===== config.mk =====
export PLATFORM = sky130hd
export DESIGN_NAME = pdcm_back
export DESIGN_NICKNAME = d
export VERILOG_FILES = /design/src/rtl/pdcm_pkg.sv /design/src/rtl/pdcm_back.sv
export VERILOG_INCLUDE_DIRS = /design/src /design/src/rtl
export SDC_FILE = /design/constraint.sdc
export NUM_CORES = 1
export LEC_CHECK = 0
export ABC_AREA = 0
export ABC_CLOCK_PERIOD_IN_PS = 6050
export BUFFER_PORTS_ARGS = -buffer_cell sky130_fd_sc_hd__buf_2
export CAP_MARGIN = 40
export CELL_PAD_IN_SITES_DETAIL_PLACEMENT = 2
export CELL_PAD_IN_SITES_GLOBAL_PLACEMENT = 2
export CORE_MARGIN = 3
export CORE_UTILIZATION = 31
export CTS_CLUSTER_SIZE = 8
export DETAILED_ROUTE_END_ITERATION = 8
export GPL_TIMING_DRIVEN = 0
export MAX_ROUTING_LAYER = met4
export PLACE_DENSITY = 0.82
export SYNTH_ARGS = -nofsm -noshare
export SYNTH_HDL_FRONTEND = slang
export SYNTH_SLANG_ARGS = --single-unit

===== constraint.sdc =====
create_clock -name clock -period 6.05 [get_ports clock]
set_input_delay 1.21 -clock clock [delete_from_list [all_inputs] [get_ports clock]]
set_output_delay 1.21 -clock clock [all_outputs]
set_load 0.03 [all_outputs]

===== src/rtl/partial_discharge_cavity_model_assert.svh =====
// Assertion macros shared by the cavity model RTL.
`ifndef PARTIAL_DISCHARGE_CAVITY_MODEL_ASSERT_SVH
`define PARTIAL_DISCHARGE_CAVITY_MODEL_ASSERT_SVH
`ifndef SYNTHESIS
// same-cycle implication
`define PDCM_ASSERT_NOW(lbl, clk, rst, ante, cons) \
   lbl: assert property (@(posedge clk) disable iff (rst) (ante) |-> (cons)) \
      else $error("pdcm assertion failed");
// next-cycle implication
`define PDCM_ASSERT_NEXT(lbl, clk, rst, ante, cons) \
   lbl: assert property (@(posedge clk) disable iff (rst) (ante) |=> (cons)) \
      else $error("pdcm assertion failed");
`else
`define PDCM_ASSERT_NOW(lbl, clk, rst, ante, cons)
`define PDCM_ASSERT_NEXT(lbl, clk, rst, ante, cons)
`endif
`endif


===== src/rtl/pdcm_pkg.sv =====
`default_nettype none
package pdcm_pkg;

   localparam int HALF_PERIOD_STEPS_DEFAULT = 200;

   localparam int SAMPLE_W   = 18;
   localparam int CAVITY_W   = 19;
   localparam int TICK_W     = 20;
   localparam int THRESH_W   = 17;
   localparam int CSR_IDX_W  = 2;
   localparam int CSR_DATA_W = 18;

   localparam logic [CSR_IDX_W-1:0] CSR_INCEPTION = 2'd0;
   localparam logic [CSR_IDX_W-1:0] CSR_RESIDUAL  = 2'd1;
   localparam logic [CSR_IDX_W-1:0] CSR_OFFSET    = 2'd2;

   localparam logic [THRESH_W-1:0] INCEPTION_RESET = 17'd39322;
   localparam logic [THRESH_W-1:0] RESIDUAL_RESET  = 17'd19661;
   localparam logic [TICK_W-1:0]   TICK_MAX        = '1;

   typedef struct packed {
      logic [THRESH_W-1:0]        uz;
      logic [THRESH_W-1:0]        up;
      logic signed [SAMPLE_W-1:0] u0;
   } cfg_type;

   // one classified sample, front to back
   typedef struct packed {
      logic                       start;
      logic                       negwin;
      logic signed [SAMPLE_W-1:0] sample;
      logic signed [CAVITY_W-1:0] delta;
   } cmd_type;

   typedef struct packed {
      logic discharged;
      logic polarity;
      logic signed [CAVITY_W-1:0] cavity;
      logic [TICK_W-1:0] interval;
      logic interval_valid;
   } rsp_type;

endpackage
`default_nettype wire


===== src/rtl/pdcm_back.sv =====
`default_nettype none
`include "partial_discharge_cavity_model_assert.svh"
module pdcm_back (
   input  wire logic              clock,
   input  wire logic              reset,
   input  wire pdcm_pkg::cfg_type cfg,
   input  wire logic              pop_valid,
   output logic                   pop_ready,
   input  wire pdcm_pkg::cmd_type pop_cmd,
   output logic                   out_valid,
   input  wire logic              out_ready,
   output pdcm_pkg::rsp_type      out_rsp
);

   localparam int W = pdcm_pkg::CAVITY_W + 2;
   localparam logic signed [W-1:0] CAV_MAX = W'(262143);
   localparam logic signed [W-1:0] CAV_MIN = -W'(262144);

   logic signed [pdcm_pkg::CAVITY_W-1:0] cavity_ff, cavity_in, start_sum, sat_val;
   logic [pdcm_pkg::TICK_W-1:0] ticks_ff, ticks_in, ticks_inc;
   logic had_ff, had_in;
   logic out_valid_ff;
   pdcm_pkg::rsp_type rsp_ff, rsp_in;
   logic signed [W-1:0] cand, uz_w, up_w, step, adj, next_val;
   logic neg_hit, pos_hit, fire, pop;

   assign pop_ready = !out_valid_ff || out_ready;
   assign pop       = pop_valid && pop_ready;
   assign out_valid = out_valid_ff;
   assign out_rsp   = rsp_ff;

   always_comb begin
      start_sum = pdcm_pkg::CAVITY_W'(cfg.u0) + pdcm_pkg::CAVITY_W'(pop_cmd.sample);
      cand      = W'(cavity_ff) + W'(pop_cmd.delta);
      uz_w      = $signed(W'(cfg.uz));
      up_w      = $signed(W'(cfg.up));
      step      = uz_w - up_w;
      neg_hit   = (cand <= -uz_w);
      pos_hit   = (cand >= uz_w);
      fire      = pop_cmd.negwin ? neg_hit : pos_hit;
      adj       = pop_cmd.negwin ? (cand + step) : (cand - step);
      next_val  = fire ? adj : cand;
      priority if (next_val > CAV_MAX) begin
         sat_val = CAV_MAX[pdcm_pkg::CAVITY_W-1:0];
      end else if (next_val < CAV_MIN) begin
         sat_val = CAV_MIN[pdcm_pkg::CAVITY_W-1:0];
      end else begin
         sat_val = next_val[pdcm_pkg::CAVITY_W-1:0];
      end
      ticks_inc = (ticks_ff == pdcm_pkg::TICK_MAX) ? ticks_ff
                                                   : ticks_ff + pdcm_pkg::TICK_W'(1);

      rsp_in = '0;
      if (pop_cmd.start) begin
         cavity_in     = start_sum;
         ticks_in      = '0;
         had_in        = 1'b0;
         rsp_in.cavity = start_sum;
      end else begin
         cavity_in         = sat_val;
         ticks_in          = fire ? '0 : ticks_inc;
         had_in            = had_ff || fire;
         rsp_in.discharged = fire;
         rsp_in.polarity   = fire && pop_cmd.negwin;
         rsp_in.cavity     = sat_val;
         if (fire && had_ff) begin
            rsp_in.interval_valid = 1'b1;
            rsp_in.interval       = ticks_inc;
         end
      end
   end

   always_ff @(posedge clock) begin
      if (reset) begin
         cavity_ff    <= '0;
         ticks_ff     <= '0;
         had_ff       <= 1'b0;
         out_valid_ff <= 1'b0;
      end else begin
         if (pop) begin
            cavity_ff <= cavity_in;
            ticks_ff  <= ticks_in;
            had_ff    <= had_in;
         end
         if (pop_ready) begin
            out_valid_ff <= pop_valid;
         end
      end
   end

   always_ff @(posedge clock) begin
      if (pop) begin
         rsp_ff <= rsp_in;
      end
   end

   `PDCM_ASSERT_NEXT(a_start_no_fire, clock, reset, pop && pop_cmd.start, !rsp_ff.discharged && !had_ff)
   `PDCM_ASSERT_NOW(a_quiet_fields, clock, reset, out_valid_ff && !rsp_ff.discharged, !rsp_ff.polarity && !rsp_ff.interval_valid && (rsp_ff.interval == '0))
   `PDCM_ASSERT_NEXT(a_fire_clears_ticks, clock, reset, pop && !pop_cmd.start && fire, (ticks_ff == '0) && had_ff)

endmodule
`default_nettype wire


==> impl_metrics.csv <==
group,metric,value,unit
place,dpl.hpwl,28000,um
sta,setup_tns,-31.76,ns
power_and_ir_drop,leakage,5.24,nW
routing,ant_nets,0,
die,die_h,180,um
sta,rsz0062_at_grt,"yes",
routing,via_per_inst,6.10,
setup_path,end_kind,"flop",
synthesis,synthTopCellsByArea,"ha_1 (15%), edfxtp_1 (14%), dfxtp_1 (8.8%)",
routing,wl,48800,um
sta,fin_crit_sh,113,%
synthesis,synth_top_area_share,15.3,%
min_path,hold_class,"reg2reg",
sta,timing.final.crit_period,6.85,ns
synthesis,synth_area,0.00933,mm^2
global_route,grt_use_total,24.7,%
clock_tree,ctsHoldBuffers,0,
clock_tree,insertion_delay,0.37,ns
sta,skew,0.0118,ns
power_and_ir_drop,power.total,6.98,mW
synthesis,ys_types,82,
synthesis,yosysTopAreaCell,"ha_1",
global_route,grt_pass1_wl,63400,um
routing,wire_per_inst,26.9,um
flow_run,cap_violations,0,
synthesis,seq_area_frac_synth,22.3,%
die,initial_core_util,32.0,%
clock_tree,clock_path_buffers,2,
synthesis,synth_top_flop_cell,"edfxtp_1",
global_route,grt_overflow,0,
setup_path,cp-start-kind,"input pin",
layout,antenna_cells,0,
clock_tree,numCtsBuffers,9,
synthesis,synthSimpleGateAreaFrac,22.9,%
min_path,hold_end,"cavity_ff[2]",
die,die_x,180,um
sta,fin_ws,-0.797,ns
clock_tree,cts.clk_slew.worst_paths,0.08,ns
synthesis,synth_top_family_by_area,"compound AO/OA/AOI/OAI gates",
synthesis,netlist_instances,1205,
synthesis,synth_edf_count,42,
setup_path,critical_path_arrival,7.12,ns
sta,holdWs,0.518,ns
layout,fin_nets,1637,
setup_path,r2r_cells,23,
setup_path,r2r_start,"cavity_ff[5]",
layout,syn2layout_area_growth,33.3,%
synthesis,synthMuxAreaShare,0.912,%
synthesis,synthAdderAreaFrac,16.1,%
power_and_ir_drop,ir_drop,315,uV
synthesis,synth_common_cells,"nor2_1 (139), a21oi_1 (121), ha_1 (114), nand2_1 (94), o21ai_0 (86)",
layout,drive_above_1_share,27.5,%
routing,firstDrtPassIters,6,
sta,fmax,0.146,GHz
synthesis,synth_compound_area_share,23.9,%
place,io_buffer_count,136,
outcome,violations,"setup timing",
layout,multi_input_area,0.00776,mm^2
min_path,min_from,"cavity_ff[2]",
outcome,status,"finished, violations left",
min_path,hold_depth,2,
clock_tree,ctsRootBufferMaster,"clkbuf_16",
global_route,grt_pass1_vias,11500,
synthesis,synth.most_common_cell,"nor2_1",
synthesis,syn_nets,1418,
routing,num_vias,11100,
setup_path,ff2ff_setup_slack,-0.12,ns
setup_path,rr_endpoint,"out_rsp[35]",
place,gp_congestion,0.885,
sta,setup_violations,77,
synthesis,ys_warn_count,0,
setup_path,crit_path_max_fanout,5,
routing,drc,0,
global_route,antenna_found_initial,1,
global_route,grt_max_degree,29,
die,dieArea,0.0322,mm^2
sta,tightest_slew,1.18,ns
synthesis,ys_seq_elements,83,
setup_path,cp.required,6.32,ns
clock_tree,htree_levels,3,
synthesis,synth.avg_cell_area,7.75,um^2
clock_tree,clock_sinks,83,
synthesis,synth_xor_xnor_area_share,9.01,%
setup_path,worstSetupPathType,"in2reg",
die,std_cell_rows,62,
sta,timing.slew.headroom,21.6,%
layout,regArea,0.00208,mm^2
power_and_ir_drop,power-per-cell-area,561,mW/mm^2
synthesis,synthArstFlopShare,0,%
sta,hold_viol_final,0,
die,core,0.0292,mm^2
sta,drv_slew,0,
routing,drtIter0Drc,715,
clock_tree,cts_tree,"yes",
layout,fillCellCount,3305,
die,boundaryPins,139,
[report_power, final]
part	leakage, nW	internal (mW)	total (mW)	switching, mW
registers	0.748	0.752	0.816	0.0644
logic	4.36	2.15	5.60	3.44
clock network	0.138	0.290	0.569	0.279
[worst max-delay path by stage]
stage | startpoint | end | slack, ns | cells past startpoint
5_1_grt | cfg[21] | cavity_ff[7] | -0.97 | 27
2_1_floorplan | cfg[35] | cavity_ff[5] | -0.01 | 26
6_report | cfg[38] | cavity_ff[5] | -0.80 | 26
3_5_place_dp | pop_cmd[0] | out_rsp[32] | -1.54 | 23
4_1_cts | cfg[35] | cavity_ff[5] | -0.27 | 28
3_3_place_gp | pop_cmd[7] | out_rsp[32] | -1.35 | 20
[critical path, stage by stage]
cell,delay [ns]
buf_2,0.13
ha_1,0.33
nor2_1,0.27
a211oi_4,0.09
buf_6,0.16
o21ai_0,0.31
nand3_1,0.22
and3b_2,0.35
nand3_2,0.11
nor2_4,0.20
a31oi_4,0.13
xnor2_2,0.31
ha_4,0.28
a21o_1,0.21
a221o_1,0.39
a31oi_2,0.24
a21o_1,0.24
or4b_4,0.50
o21ai_4,0.10
a211oi_2,0.11
nand4_1,0.13
o211ai_1,0.19
nor2_4,0.28
buf_8,0.19
o311ai_4,0.14
a311oi_2,0.27
[layout by cell type (no fill, tap or decap), drive strengths merged, types with 4 or more instances in the layout]
master   instances
a2111oi          7
a211oi          16
a21boi           5
a21o            24
a21oi          122
a31oi           23
and2            10
and3            16
and4             7
buf            222
clkbuf          31
dfxtp           41
edfxtp          42
fa               4
ha             114
inv             78
mux2             4
mux2i            4
nand2           95
nand2b          23
nand3           36
nand3b          20
nand4           17
nor2           140
nor2b            8
nor3            19
nor3b            5
nor4            12
o211ai           9
o21a            10
o21ai           90
o21bai           4
o31ai           12
or2              4
or3              8
xnor2           70
xor2            26
[sequential cells by signal, summed over array words and instances (netlist names)]
name	flops
had_ff	1
ticks_ff	20
out_valid	1
cavity_ff	19
out_rsp	42
[kinds of logic after synthesis]
family / after synthesis
xor gates and xnor gates: 96
buffers and inverters: 112
adders and majority gates: 118
and+or+nand+nor: 430
muxes: 8
DFF: 83
AOI/OAI and AO/OA: 358
[metrics by stage]
| stage | worst slack (ns) | instances | utilization (%) | cell area, um^2 |
|---|---|---|---|---|
| 3_3_place_gp | -1.35 | 1725 | 36.2 | 10500 |
| 4_1_cts | -0.270 | 1782 | 40.1 | 11700 |
| 6_report | -0.797 | 1813 | 42.7 | 12400 |
| 2_1_floorplan | -0.0137 | 1205 | - | 9390 |
| 5_1_grt | -0.966 | 1813 | 42.7 | 12400 |
| 3_5_place_dp | -1.54 | 1726 | 36.2 | 10600 |
[final cells by class]
type / instances / area share [%]
inverters: 76 / 2.33
multi-input cells: 1010 / 62.3
repair buffers: 210 / 10.7
clock buffers: 9 / 1.81
plain buffers: 34 / 1.73
well taps: 384 / 3.86
clock inverters: 7 / 0.533
flip-flops and latches: 83 / 16.7
[metal layers]
metal	GRT usage [%]	up-vias	part of all wire (%)
met2	45.5	474	51
met4	7.36	0	5.2
li1	-	4845	-
met5	-	-	0
met3	3.13	177	5.1
met1	27.8	5564	39
[repair_timing]
item                       4_1_cts  5_1_grt
resized for setup              109      121
cloned                           1        0
pin swaps                       59       66
hold endpoints to repair         0        0
setup endpoints to repair       80       80
buffers inserted                39       35
Note: power is estimated with default switching activity, not from simulation.
